==> config.mk <==
export PLATFORM = sky130hd
export DESIGN_NAME = fan_duty_sequencer_with_stall_alarm_core
export DESIGN_NICKNAME = d
export VERILOG_FILES = /design/src/rtl/fdsq_pkg.sv /design/src/rtl/fan_duty_sequencer_with_stall_alarm_core.sv
export SDC_FILE = /design/constraint.sdc
export NUM_CORES = 2
export LEC_CHECK = 0
export ABC_AREA = 1
export BUFFER_PORTS_ARGS = -buffer_cell sky130_fd_sc_hd__buf_4
export CORE_ASPECT_RATIO = 0.5
export CORE_MARGIN = 1
export CORE_UTILIZATION = 54
export DETAILED_ROUTE_END_ITERATION = 16
export PLACE_DENSITY = 0.76
export SYNTH_ARGS = -nofsm -noshare
export SYNTH_HDL_FRONTEND = slang
export SYNTH_SLANG_ARGS = --single-unit
==> constraint.sdc <==
create_clock -name clk -period 7.4 [get_ports clk]
set_clock_uncertainty 0.05 [all_clocks]
set_input_delay 1.11 -clock clk [delete_from_list [all_inputs] [get_ports clk]]
set_output_delay 1.11 -clock clk [all_outputs]
set_load 0.005 [all_outputs]
==> src/rtl/fdsq_pkg.sv <==
// Shared types, constants and helpers for the fan duty sequencer.
`timescale 1ns / 1ps
package fdsq_pkg;

  // Duty limits in percent
  localparam logic [6:0] DUTY_MIN = 7'd30;
  localparam logic [6:0] DUTY_MAX = 7'd100;

  // Configuration register map: index = paddr[4:2]
  localparam int unsigned REG_ADDR_W = 5;
  localparam int unsigned REG_IDX_W  = 3;
  localparam logic [REG_IDX_W-1:0] REG_START_DELAY = 3'd0;
  localparam logic [REG_IDX_W-1:0] REG_OFF_HOLD    = 3'd1;
  localparam logic [REG_IDX_W-1:0] REG_RAMP_DOWN   = 3'd2;
  localparam logic [REG_IDX_W-1:0] REG_FAULT_TIME  = 3'd3;
  localparam logic [REG_IDX_W-1:0] REG_PWM_PERIOD  = 3'd4;
  localparam logic [REG_IDX_W-1:0] REG_BUS_OFF     = 3'd5;
  localparam logic [REG_IDX_W-1:0] REG_TACH_LEVEL  = 3'd6;

  // Reset values of the configuration registers
  localparam logic [15:0] RST_START_DELAY = 16'd250;
  localparam logic [15:0] RST_OFF_HOLD    = 16'd15000;
  localparam logic [15:0] RST_RAMP_DOWN   = 16'd50;
  localparam logic [15:0] RST_FAULT_TIME  = 16'd5000;
  localparam logic [15:0] RST_PWM_PERIOD  = 16'd1000;
  localparam logic [13:0] RST_BUS_OFF     = 14'd3400;

  // floor(x / 100) for x < 2^23 as (x * ceil(2^30 / 100)) >> 30
  localparam int unsigned PROD_W      = 23;
  localparam int unsigned RECIP_W     = 24;
  localparam int unsigned RECIP_SHIFT = 30;
  localparam logic [RECIP_W-1:0] RECIP_100 = 24'd10737419;

  typedef logic [6:0] duty_t;

  function automatic duty_t clamp_duty(input logic [15:0] d);
    duty_t res;
    if (d < 16'(DUTY_MIN)) begin
      res = DUTY_MIN;
    end else if (d > 16'(DUTY_MAX)) begin
      res = DUTY_MAX;
    end else begin
      res = d[6:0];
    end
    return res;
  endfunction

endpackage

==> src/rtl/fan_duty_sequencer_with_stall_alarm_core.sv <==
// Top level of the two-fan duty sequencer with stall alarms.
`timescale 1ns / 1ps
// Usage:
//   Tick requests enter on the in_ channel (valid/ready). in_req_type = 1 is a
//   control tick that sequences the fan duty from fan_request, duty_request
//   and bus_voltage; in_req_type = 0 is a fast tick that samples both tach
//   levels for stall detection. Every request yields exactly one result on
//   the out_ channel: PWM enable, PWM compare, applied duty and both alarms.
//   Configuration goes through the APB-style port, registers at 4*index; the
//   user must write it only while no request is in flight, as the block does not enforce this.
// Pipeline and throughput:
//   Three stages: input register, state update plus duty*period, then the
//   divide by 100 into the result register. One request per cycle is
//   sustained while out_ready stays high.
// Stall behavior:
//   Each stage advances on its own when the next one is empty or moving, so
//   a held result still lets up to two more requests enter. in_ready drops
//   only once all three stages are full and out_ready is low.
// Reset:
//   rst_n (synchronous, active low) restores register defaults, clears all
//   sequencing state, stall counters and the sticky alarms, and empties
//   the pipeline. Alarms clear only by reset.
module fan_duty_sequencer_with_stall_alarm_core
  import fdsq_pkg::*;
#(
  parameter int unsigned COUNT_WIDTH = 16
) (
  input  logic                  clk,
  input  logic                  rst_n,
  // request channel
  input  logic                  in_valid,
  output logic                  in_ready,
  input  logic                  in_req_type,
  input  logic                  in_fan_request,
  input  logic [15:0]           in_duty_request,
  input  logic [13:0]           in_bus_voltage,
  input  logic                  in_fan1_tach_level,
  input  logic                  in_fan2_tach_level,
  // result channel
  output logic                  out_valid,
  input  logic                  out_ready,
  output logic                  out_pwm_enable,
  output logic [15:0]           out_pwm_compare,
  output logic [6:0]            out_applied_duty,
  output logic                  out_fan1_alarm,
  output logic                  out_fan2_alarm,
  // configuration port
  input  logic                  psel,
  input  logic                  penable,
  input  logic                  pwrite,
  input  logic [REG_ADDR_W-1:0] paddr,
  input  logic [31:0]           pwdata,
  output logic [31:0]           prdata,
  output logic                  pready
);

  // Stall counters and fault time compare at the wider of the two widths
  localparam int unsigned CMP_W = (COUNT_WIDTH > 16) ? COUNT_WIDTH : 16;
  localparam logic [COUNT_WIDTH-1:0] CNT_MAX = {COUNT_WIDTH{1'b1}};

  // ---------------------------------------------------------------------------
  // Configuration registers
  // ---------------------------------------------------------------------------
  logic [15:0] start_delay_r, off_hold_r, ramp_down_r, fault_time_r, pwm_period_r;
  logic [13:0] bus_off_r;
  logic        tach_level_r;
  logic        cfg_wr;
  logic [REG_IDX_W-1:0] cfg_idx;

  assign pready  = 1'b1;
  assign cfg_idx = paddr[REG_ADDR_W-1:2];
  assign cfg_wr  = psel && penable && pwrite && pready;

  always_ff @(posedge clk) begin
    if (!rst_n) begin
      start_delay_r <= RST_START_DELAY;
      off_hold_r    <= RST_OFF_HOLD;
      ramp_down_r   <= RST_RAMP_DOWN;
      fault_time_r  <= RST_FAULT_TIME;
      pwm_period_r  <= RST_PWM_PERIOD;
      bus_off_r     <= RST_BUS_OFF;
      tach_level_r  <= 1'b0;
    end else if (cfg_wr) begin
      case (cfg_idx)
        REG_START_DELAY: start_delay_r <= pwdata[15:0];
        REG_OFF_HOLD:    off_hold_r    <= pwdata[15:0];
        REG_RAMP_DOWN:   ramp_down_r   <= pwdata[15:0];
        REG_FAULT_TIME:  fault_time_r  <= pwdata[15:0];
        REG_PWM_PERIOD:  pwm_period_r  <= pwdata[15:0];
        REG_BUS_OFF:     bus_off_r     <= pwdata[13:0];
        REG_TACH_LEVEL:  tach_level_r  <= pwdata[0];
        default: ;  // unmapped index: drop the write
      endcase
    end
  end

  // Read back is combinational; APB samples prdata in the access cycle
  always_comb begin
    prdata = '0;
    case (cfg_idx)
      REG_START_DELAY: prdata = 32'(start_delay_r);
      REG_OFF_HOLD:    prdata = 32'(off_hold_r);
      REG_RAMP_DOWN:   prdata = 32'(ramp_down_r);
      REG_FAULT_TIME:  prdata = 32'(fault_time_r);
      REG_PWM_PERIOD:  prdata = 32'(pwm_period_r);
      REG_BUS_OFF:     prdata = 32'(bus_off_r);
      REG_TACH_LEVEL:  prdata = 32'(tach_level_r);
      default:         prdata = '0;
    endcase
  end

  // ---------------------------------------------------------------------------
  // Pipeline flow control: each stage moves when the next one has room
  // ---------------------------------------------------------------------------
  logic s1_vld_r, s2_vld_r, out_valid_r;
  logic out_free, s2_free, s1_free, s1_move, in_take;

  assign out_free = !out_valid_r || out_ready;
  assign s2_free  = !s2_vld_r || out_free;
  assign s1_free  = !s1_vld_r || s2_free;
  assign s1_move  = s1_vld_r && s2_free;
  assign in_take  = in_valid && s1_free;
  assign in_ready = s1_free;
  assign out_valid = out_valid_r;

  always_ff @(posedge clk) begin
    if (!rst_n) begin
      s1_vld_r    <= 1'b0;
      s2_vld_r    <= 1'b0;
      out_valid_r <= 1'b0;
    end else begin
      if (s1_free)  s1_vld_r    <= in_valid;
      if (s2_free)  s2_vld_r    <= s1_vld_r;
      if (out_free) out_valid_r <= s2_vld_r;
    end
  end

  // ---------------------------------------------------------------------------
  // Stage 1: input register
  // ---------------------------------------------------------------------------
  logic        s1_ctrl_r, s1_fan_req_r, s1_tach1_r, s1_tach2_r;
  logic [15:0] s1_duty_req_r;
  logic [13:0] s1_vbus_r;

  always_ff @(posedge clk) begin
    if (in_take) begin
      s1_ctrl_r     <= in_req_type;
      s1_fan_req_r  <= in_fan_request;
      s1_duty_req_r <= in_duty_request;
      s1_vbus_r     <= in_bus_voltage;
      s1_tach1_r    <= in_fan1_tach_level;
      s1_tach2_r    <= in_fan2_tach_level;
    end
  end

  // ---------------------------------------------------------------------------
  // Sequencing state, committed when the request leaves stage 1
  // ---------------------------------------------------------------------------
  logic        run_r, run_nxt;
  logic        armed_r, armed_nxt;
  logic        pwm_on_r, pwm_on_nxt;
  duty_t       soft_duty_r, soft_duty_nxt;
  duty_t       stop_duty_r, stop_duty_nxt;
  logic [15:0] wait_cnt_r, wait_cnt_nxt;
  logic [15:0] hold_cnt_r, hold_cnt_nxt;
  logic [15:0] ramp_cnt_r, ramp_cnt_nxt;
  logic [COUNT_WIDTH-1:0] stall_cnt_r [2];
  logic [COUNT_WIDTH-1:0] stall_cnt_nxt [2];
  logic [1:0]  alarm_r, alarm_nxt;

  duty_t       duty_set, duty_step;
  logic [15:0] ramp_inc;
  logic [1:0]  tach;
  logic [COUNT_WIDTH-1:0] cnt_inc;

  assign tach = {s1_tach2_r, s1_tach1_r};

  always_comb begin
    run_nxt       = run_r;
    armed_nxt     = armed_r;
    pwm_on_nxt    = pwm_on_r;
    soft_duty_nxt = soft_duty_r;
    stop_duty_nxt = stop_duty_r;
    wait_cnt_nxt  = wait_cnt_r;
    hold_cnt_nxt  = hold_cnt_r;
    ramp_cnt_nxt  = ramp_cnt_r;
    stall_cnt_nxt = stall_cnt_r;
    alarm_nxt     = alarm_r;
    duty_set      = clamp_duty(s1_duty_req_r);
    duty_step     = soft_duty_r;
    ramp_inc      = ramp_cnt_r + 16'd1;
    cnt_inc       = '0;

    if (s1_ctrl_r) begin
      run_nxt = s1_fan_req_r;
      if (s1_fan_req_r) begin
        // Running: wait out the start delay, then slew one percent per tick
        pwm_on_nxt = 1'b1;
        if (wait_cnt_r > start_delay_r) begin
          if (soft_duty_r < duty_set) begin
            duty_step = soft_duty_r + 7'd1;
          end else if (soft_duty_r > duty_set) begin
            duty_step = soft_duty_r - 7'd1;
          end
          armed_nxt = 1'b1;
        end else if (wait_cnt_r != 16'hFFFF) begin
          wait_cnt_nxt = wait_cnt_r + 16'd1;
        end
        soft_duty_nxt = clamp_duty(16'(duty_step));
        stop_duty_nxt = soft_duty_nxt;
        hold_cnt_nxt  = '0;
      end else begin
        wait_cnt_nxt = '0;
        if (s1_vbus_r < bus_off_r || hold_cnt_r >= off_hold_r) begin
          // Bus too low or hold time over: cut the fans at once
          hold_cnt_nxt  = '0;
          ramp_cnt_nxt  = '0;
          stop_duty_nxt = '0;
          pwm_on_nxt    = 1'b0;
          armed_nxt     = 1'b0;
        end else begin
          // Keep running and ramp down one percent per ramp interval
          hold_cnt_nxt = hold_cnt_r + 16'd1;
          if (stop_duty_r > DUTY_MIN) begin
            ramp_cnt_nxt = ramp_inc;
            if (ramp_inc >= ramp_down_r) begin
              ramp_cnt_nxt  = '0;
              stop_duty_nxt = stop_duty_r - 7'd1;
            end
          end else begin
            stop_duty_nxt = DUTY_MIN;
          end
          stop_duty_nxt = clamp_duty(16'(stop_duty_nxt));
        end
        soft_duty_nxt = stop_duty_nxt;
      end
    end else begin
      // Fast tick: count fault-level tach samples while armed and running
      if (run_r && (soft_duty_r != '0) && armed_r) begin
        for (int i = 0; i < 2; i++) begin
          if (!alarm_r[i]) begin
            if (tach[i] == tach_level_r) begin
              cnt_inc = (stall_cnt_r[i] == CNT_MAX) ? stall_cnt_r[i]
                                                    : stall_cnt_r[i] + COUNT_WIDTH'(1);
              if (CMP_W'(cnt_inc) >= CMP_W'(fault_time_r)) begin
                stall_cnt_nxt[i] = '0;
                alarm_nxt[i]     = 1'b1;
              end else begin
                stall_cnt_nxt[i] = cnt_inc;
              end
            end else begin
              stall_cnt_nxt[i] = '0;
            end
          end
        end
      end else begin
        stall_cnt_nxt[0] = '0;
        stall_cnt_nxt[1] = '0;
      end
    end
  end

  always_ff @(posedge clk) begin
    if (!rst_n) begin
      run_r          <= 1'b0;
      armed_r        <= 1'b0;
      pwm_on_r       <= 1'b0;
      soft_duty_r    <= '0;
      stop_duty_r    <= '0;
      wait_cnt_r     <= '0;
      hold_cnt_r     <= '0;
      ramp_cnt_r     <= '0;
      stall_cnt_r[0] <= '0;
      stall_cnt_r[1] <= '0;
      alarm_r        <= '0;
    end else if (s1_move) begin
      run_r          <= run_nxt;
      armed_r        <= armed_nxt;
      pwm_on_r       <= pwm_on_nxt;
      soft_duty_r    <= soft_duty_nxt;
      stop_duty_r    <= stop_duty_nxt;
      wait_cnt_r     <= wait_cnt_nxt;
      hold_cnt_r     <= hold_cnt_nxt;
      ramp_cnt_r     <= ramp_cnt_nxt;
      stall_cnt_r    <= stall_cnt_nxt;
      alarm_r        <= alarm_nxt;
    end
  end

  // ---------------------------------------------------------------------------
  // Stage 2: snapshot of the new state plus duty * period
  // ---------------------------------------------------------------------------
  logic              s2_ctrl_r, s2_pwm_on_r;
  duty_t             s2_duty_r;
  logic [1:0]        s2_alarm_r;
  logic [PROD_W-1:0] s2_prod_r;

  always_ff @(posedge clk) begin
    if (s1_move) begin
      s2_ctrl_r   <= s1_ctrl_r;
      s2_pwm_on_r <= pwm_on_nxt;
      s2_duty_r   <= soft_duty_nxt;
      s2_alarm_r  <= alarm_nxt;
      s2_prod_r   <= PROD_W'(soft_duty_nxt) * PROD_W'(pwm_period_r);
    end
  end

  // ---------------------------------------------------------------------------
  // Stage 3: divide by 100 through the reciprocal, load the result register.
  // The compare value only changes on control ticks; fast ticks hold it.
  // ---------------------------------------------------------------------------
  logic [PROD_W+RECIP_W-1:0] recip_prod;
  logic        out_pwm_enable_r, out_fan1_alarm_r, out_fan2_alarm_r;
  logic [15:0] out_pwm_compare_r;
  duty_t       out_applied_duty_r;

  assign recip_prod = (PROD_W+RECIP_W)'(s2_prod_r) * (PROD_W+RECIP_W)'(RECIP_100);

  always_ff @(posedge clk) begin
    if (!rst_n) begin
      out_pwm_compare_r <= '0;
    end else if (out_free && s2_vld_r && s2_ctrl_r) begin
      out_pwm_compare_r <= recip_prod[RECIP_SHIFT +: 16];
    end
  end

  always_ff @(posedge clk) begin
    if (out_free && s2_vld_r) begin
      out_pwm_enable_r   <= s2_pwm_on_r;
      out_applied_duty_r <= s2_duty_r;
      out_fan1_alarm_r   <= s2_alarm_r[0];
      out_fan2_alarm_r   <= s2_alarm_r[1];
    end
  end

  assign out_pwm_enable   = out_pwm_enable_r;
  assign out_pwm_compare  = out_pwm_compare_r;
  assign out_applied_duty = out_applied_duty_r;
  assign out_fan1_alarm   = out_fan1_alarm_r;
  assign out_fan2_alarm   = out_fan2_alarm_r;

endmodule

# After elaboration in Yosys (flattened, before gate mapping)
# Index checks and enable logic that the tools add are counted.
totals:
  latchBits: 0
  romBits: 0
  out_inout_bits: 61
  n_memories: 0
  mem_bits_rw: 0
  ff_bits: 291
op_classes:
  mux: 51
  div: 0
  n_reduce_logical: 32
  n_lt_le_gt_ge: 15
  n_mul: 2
  shifts: 0
  addsub: 8
  bitwise_logic: 2
  n_eq_ne: 16
op_table:
  columns: ["operator", "count"]
  rows:
  - ["2-to-1 mux 16 bit", 16]
  - ["2-to-1 mux 7 bit", 19]
  - ["one-hot mux 16 bit (7 select lines)", 1]
  - ["adder 16 x 1 -> 16 bit, second input constant", 5]
  - ["greater-or-equal comparator 16 bit", 4]
  - ["multiplier 23 x 24 -> 46 bit, second input constant", 1]
  - ["equality test 16 bit, second input constant", 2]
  - ["2-to-1 mux 32 bit", 1]
  - ["multiplier 7 x 16 -> 23 bit", 1]
  - ["greater-than comparator 16 bit", 1]
  - ["greater-than comparator 16 x 7 -> 1 bit, second input constant", 1]
  - ["less-than comparator 16 x 5 -> 1 bit, second input constant", 1]
  - ["!= test 16 bit, second input constant", 1]
  - ["AND reduction 2 bit", 8]
  - ["greater-than comparator 7 bit, second input constant", 2]
  - ["less-than comparator 14 bit", 1]
  - ["less-than comparator 7 x 5 -> 1 bit, second input constant", 2]
  - ["subtractor 7 x 1 -> 7 bit, second input constant", 2]
  - ["2-to-1 mux 1 bit", 12]
  - ["AND reduction 4 bit", 3]
  - ["equality test 3 bit, second input constant", 3]
  - ["logical AND 1 bit", 8]
  - ["adder 7 x 1 -> 7 bit, second input constant", 1]
  - ["greater-than comparator 7 x 5 -> 1 bit, second input constant", 1]
  - ["other kinds (15)", 29]

# Depth between registers and ports, before layout
depth:
  ltp_word: 15
  depth_mapped: 53
  mapped_depth_nobuf: 52

# Worst setup path after synthesis
# Ideal clock, no wire load.
synth_timing:
  path_kind: "flip-flop to flip-flop"
  from: "register ramp_cnt_r[0]"
  to: "register s2_prod_r[21], data pin"
  slack_ps: -157
  period_less_slack_ps: 7557
  required_time_ps: 7092
  path_stages_with_launch: 48
  t_arrival_ps: 7249
  cell_sequence: "dfxtp_1 ha_1 nand2_1 inv_1 nand3_1 nor2_1 nand2_1 nor3_1 nand3_1 nor3_1 xor2_1 inv_1 ha_1 nand4_1 nor3_1 nand2_2 nand2_2 buf_6 [12 not listed] inv_1 fa_1 inv_1 fa_1 inv_1 ha_1 inv_1 o21ai_0 a21oi_1 o21ai_1 a21boi_0 o21bai_1 a21boi_1 o21ai_0 nand2_1 inv_1 o21ai_0 nand2_1"
synth_between:
  elab_chain_len: 14
synth_rtl:
  columns: ["element", "line", "rtl"]
  rows:
  - ["start: declaration", "fan_duty_sequencer_with_stall_alarm_core.sv:166", "logic [15:0] ramp_cnt_r, ramp_cnt_nxt;"]
  - ["start signal: assignment", "fan_duty_sequencer_with_stall_alarm_core.sv:284", "ramp_cnt_r <= ramp_cnt_nxt;"]
  - ["adder 16 x 1 -> 16 bit *", "fan_duty_sequencer_with_stall_alarm_core.sv:191", "ramp_inc = ramp_cnt_r + 16'd1;"]
  - ["greater-or-equal comparator 16 bit *", "fan_duty_sequencer_with_stall_alarm_core.sv:226", "if (ramp_inc >= ramp_down_r) begin"]
  - ["2-to-1 mux 7 bit *", "fan_duty_sequencer_with_stall_alarm_core.sv:226", null]
  - ["2-to-1 mux 7 bit *", "fan_duty_sequencer_with_stall_alarm_core.sv:224", "if (stop_duty_r > DUTY_MIN) begin"]
  - ["2-to-1 mux 7 bit *", "fan_duty_sequencer_with_stall_alarm_core.sv:214", "if (s1_vbus_r < bus_off_r || hold_cnt_r >= off_hold_r) begin"]
  - ["2-to-1 mux 7 bit *", "fan_duty_sequencer_with_stall_alarm_core.sv:196", "if (s1_fan_req_r) begin"]
  - ["2-to-1 mux 7 bit *", "fan_duty_sequencer_with_stall_alarm_core.sv:194", "if (s1_ctrl_r) begin"]
  - ["greater-than comparator 7 bit", "fdsq_pkg.sv:40", "end else if (d > 16'(DUTY_MAX)) begin"]
  - ["2-to-1 mux 7 bit", "fdsq_pkg.sv:40", null]
  - ["2-to-1 mux 7 bit *", "fdsq_pkg.sv:38", "if (d < 16'(DUTY_MIN)) begin"]
  - ["2-to-1 mux 7 bit *", "fan_duty_sequencer_with_stall_alarm_core.sv:214", null]
  - ["2-to-1 mux 7 bit *", "fan_duty_sequencer_with_stall_alarm_core.sv:196", null]
  - ["2-to-1 mux 7 bit *", "fan_duty_sequencer_with_stall_alarm_core.sv:194", null]
  - ["via soft_duty_nxt[4]", "fan_duty_sequencer_with_stall_alarm_core.sv:162", "duty_t soft_duty_r, soft_duty_nxt;"]
  - ["multiplier 7 x 16 -> 23 bit *", "fan_duty_sequencer_with_stall_alarm_core.sv:304", "s2_prod_r <= PROD_W'(soft_duty_nxt) * PROD_W'(pwm_period_r);"]
  - ["end signal: assignment", "fan_duty_sequencer_with_stall_alarm_core.sv:304", null]
  - ["end: declaration", "fan_duty_sequencer_with_stall_alarm_core.sv:296", "logic [PROD_W-1:0] s2_prod_r;"]
# The timed path passes the listed nets; every way through them passes the cells marked *. The select of a mux whose other input is x is not followed.
# A chain may end at the register's enable or synchronous reset.

# Worst setup path after layout
layout_timing:
  from: "register ramp_cnt_r[1]"
  to: "register soft_duty_r[3]"
layout_between:
  elab_chain_len: 13
layout_rtl:
  columns: ["element", "line", "rtl"]
  rows:
  - ["adder 16 x 1 -> 16 bit *", "fan_duty_sequencer_with_stall_alarm_core.sv:191", null]
  - ["greater-or-equal comparator 16 bit *", "fan_duty_sequencer_with_stall_alarm_core.sv:226", null]
  - ["2-to-1 mux 7 bit *", "fan_duty_sequencer_with_stall_alarm_core.sv:226", null]
  - ["2-to-1 mux 7 bit *", "fan_duty_sequencer_with_stall_alarm_core.sv:224", null]
  - ["2-to-1 mux 7 bit *", "fan_duty_sequencer_with_stall_alarm_core.sv:214", null]
  - ["2-to-1 mux 7 bit *", "fan_duty_sequencer_with_stall_alarm_core.sv:196", null]
  - ["2-to-1 mux 7 bit *", "fan_duty_sequencer_with_stall_alarm_core.sv:194", null]
  - ["greater-than comparator 7 bit", "fdsq_pkg.sv:40", null]
  - ["2-to-1 mux 7 bit", "fdsq_pkg.sv:40", null]
  - ["2-to-1 mux 7 bit *", "fdsq_pkg.sv:38", null]
  - ["2-to-1 mux 7 bit *", "fan_duty_sequencer_with_stall_alarm_core.sv:214", null]
  - ["2-to-1 mux 7 bit *", "fan_duty_sequencer_with_stall_alarm_core.sv:196", null]
  - ["2-to-1 mux 7 bit *", "fan_duty_sequencer_with_stall_alarm_core.sv:194", null]
  - ["end signal: assignment", "fan_duty_sequencer_with_stall_alarm_core.sv:280", "soft_duty_r <= soft_duty_nxt;"]
  - ["end: declaration", "fan_duty_sequencer_with_stall_alarm_core.sv:162", null]
# Mark *: on every way between the ends. The rest lies on a longest branch, timed or not. The select of a mux whose other input is x is not followed.

==> flow_summary.toml <==
[run_status]
status = "complete, but fails checks"
violations = "negative setup slack"

[route]
wirelength_mm = 80.52
via_per_inst = 5.583
wl_per_cell_um = 18.49
routed-via-count = 24320
drc = 0
postRouteAntennaNets = 0
first_pass_iters = 5
drtIter0Drc = 2143

[floorplan]
num_io_pins = 139
initial_core_util = 0.5560
die_h_um = 164.2
rows = 58
fp.dieArea_um2 = 53580
core_region_area_um2 = 51090
fp.dieW_um = 326.4

[sta]
hold_ws_ns = 0.3723
grt_setup_unrepaired = "true"
tns_ns = -4.409
postLayoutSetupSlackWorst_ns = -0.5354
min_period_over_period = 1.072
slew_violations = 0
hold_viol_final = 0
fmax_mhz = 126.0
slew_headroom = 0.2035
setup-violations-final = 15
min_period_ns = 7.935
tightest_slew_ns = 1.195

[final_layout]
synthToLayoutAreaGrowth_pct = 16.06
antenna_cells = 0
finalNetCount = 4372
finalNonFillerCells = 4355
drive_above_1_share = 0.1572

[synth]
synth_enable_flop_cells = 78
synthCells = 3373
ys_ff_latch = 291
synth.cell_area_um2 = 28410
avgSynthCellArea_um2 = 8.422
synth_ff_type = "dfxtp_1"
synth_cell_types = 66
ys_async_sr_fraction = 0
yosys_warnings = 0
ys_seq_area_frac = 0.2326

[worst_setup_path]
crit_start = "ramp_cnt_r[1]"
r2r-start = "ramp_cnt_r[1]"
path_max_fanout = 5
endpoint_kind = "register"
required_ns = 7.80
crit_arrival_ns = 8.34
crit_path_start_kind = "register"
critical_path.max_stage_delay_ns = 0.39
path_class = "reg -> reg"
cp_slowest_cell = "dfxtp_4"
worst_path_most_repeated_cell = "buf_4"

[global_route]
grt_pass1_wl_mm = 125.6
gr-total-overflow = 0
grt_usage = 0.2974
grt_pass1_vias = 23570
antenna_found_initial = 0
grt_max_degree = 75

[worst_hold_path]
hold_class = "reg -> reg"
min_from = "s2_duty_r[5]"

[clocking]
path_clk_slew_ns = 0.07
cts_max_path_buffers = 3
htree_levels = 1
clock_latency_ns = 0.61
cts_tree = "yes"
cts-root-buf = "clkbuf_16"
cts-buffers-inserted = 29
cts_hold_buffers = 0
clkSinkCount = 291

[placed_design]
placed_cells = 4216
gp_congestion = 0.9974
place_ws_ns = -0.5391
post-dp-hpwl_mm = 61.98
io_buffer_count = 103

[job]
max_cap_violations = 0
==> cell families (layout without fill, tap and decap cells) <==
kind of cell    count (synthesis)  in the layout  share of synthesized area
other cells                     2             17                  0.0002644
simple gates                  973            974                     0.1551
compound gates                633            633                     0.1291
xor+xnor                       73             73                    0.02251
flops                         291            291                     0.2326
buf+inv                       750           1026                     0.1039
fa+ha+maj                     651            651                     0.3565
==> cells in the final DEF (no fill, tap or decap), drive strengths merged, types with 4 or more instances in the layout <==
cell type,netlist,routed
ha,387,387
nand3,108,108
nor2,276,276
o21a,6,6
a21o,14,14
nor3,48,48
buf,34,303
o211ai,33,33
conb,2,17
o22ai,14,14
nand3b,4,4
o221ai,17,17
a21boi,4,4
a221oi,18,18
a31oi,11,11
a211oi,11,11
nor3b,4,4
nand4,38,38
nand2,476,477
dfxtp,213,213
edfxtp,78,78
fa,264,264
a22oi,16,16
clkbuf,46,36
xnor2,19,19
a21oi,277,277
o21ai,190,190
inv,668,670
o21bai,9,9
clkinv,2,11
xor2,54,54
nor4,12,12
==> area by class of cell <==
| type | instances | area, um2 |
|---|---|---|
| multi-input cells | 2348 | 19650 |
| fillers | 4182 | 18120 |
| flip-flops and latches | 291 | 6618 |
| inverters | 670 | 2522 |
| repair buffers | 303 | 2364 |
| well taps | 690 | 863.3 |
| clock buffers | 36 | 773.2 |
| clock inverters | 17 | 176.4 |
==> per-stage QoR <==
step	cell area, um2	util
floorplan	28470	-
global placement	30540	0.5978
detailed placement	30540	0.5978
CTS	32380	0.6338
global route	32970	0.6453
finish	32970	0.6453
==> repair_timing <==
action,4_1_cts,5_1_grt
buffers inserted,68,22
pin swaps,71,68
resized for setup,86,100
gates cloned,1,0
endpoints found under the hold margin,0,0
endpoints found under the setup margin,12,18
==> synthesized netlist by cell type (33+ instances only) <==
cell | count | area share
edfxtp_1 | 78 | 0.082
a21oi_1 | 273 | 0.048
clkbuf_1 | 46 | 0.0061
nand2_1 | 446 | 0.059
o211ai_1 | 33 | 0.0087
nor3_1 | 41 | 0.0072
xor2_1 | 54 | 0.017
nand4_1 | 35 | 0.0077
ha_1 | 387 | 0.17
dfxtp_1 | 213 | 0.15
o21ai_0 | 178 | 0.031
nand3_1 | 96 | 0.017
inv_1 | 654 | 0.086
nor2_1 | 246 | 0.033
fa_1 | 264 | 0.19
==> flip-flops by register name (all words and copies together), names as in the netlist, 2 cells and up <==
name / count
s2_prod_r: 23
out_pwm_compare: 16
s1_vbus_r: 14
start_delay_r: 16
ramp_down_r: 16
out_applied_duty: 7
stall_cnt_r: 32
ramp_cnt_r: 16
off_hold_r: 16
s2_duty_r: 7
s2_alarm_r: 2
s1_duty_req_r: 16
stop_duty_r: 7
soft_duty_r: 7
bus_off_r: 14
alarm_r: 2
hold_cnt_r: 16
wait_cnt_r: 16
fault_time_r: 16
pwm_period_r: 16
==> path summary, 6_finish.rpt <==
kind	endpoint	slack (ns)	cells past startpoint
worst min-delay path	out_applied_duty[5]	0.37	0
worst min register to register	out_applied_duty[5]	0.37	0
worst max register to register	soft_duty_r[3]	-0.54	57
worst max-delay path	soft_duty_r[3]	-0.54	57
==> worst max-delay path: cells and delay by family, from the launching register on <==
kind	cells	cell delay, ns
AOI/OAI and AO/OA	3	0.40
buffers and inverters	38	4.71
and+or+nand+nor	14	1.74
adders and majority gates	1	0.31
xor gates and xnor gates	1	0.15
DFF	1	0.39
==> routing by layer <==
layer  global-route usage  up-vias  part of all wire  routed length [um]
li1                     -    11530                 -                   -
met1               0.4018    11690              0.43               34440
met2               0.4926      891              0.46               37260
met3              0.03744      211             0.070                5654
met4               0.1085        0             0.039                3164
met5                    0        -                 0                   0
Power is left out: the tool's default activity adds up to more than one toggle a clock period on the data nets, which glitch-free logic cannot reach.
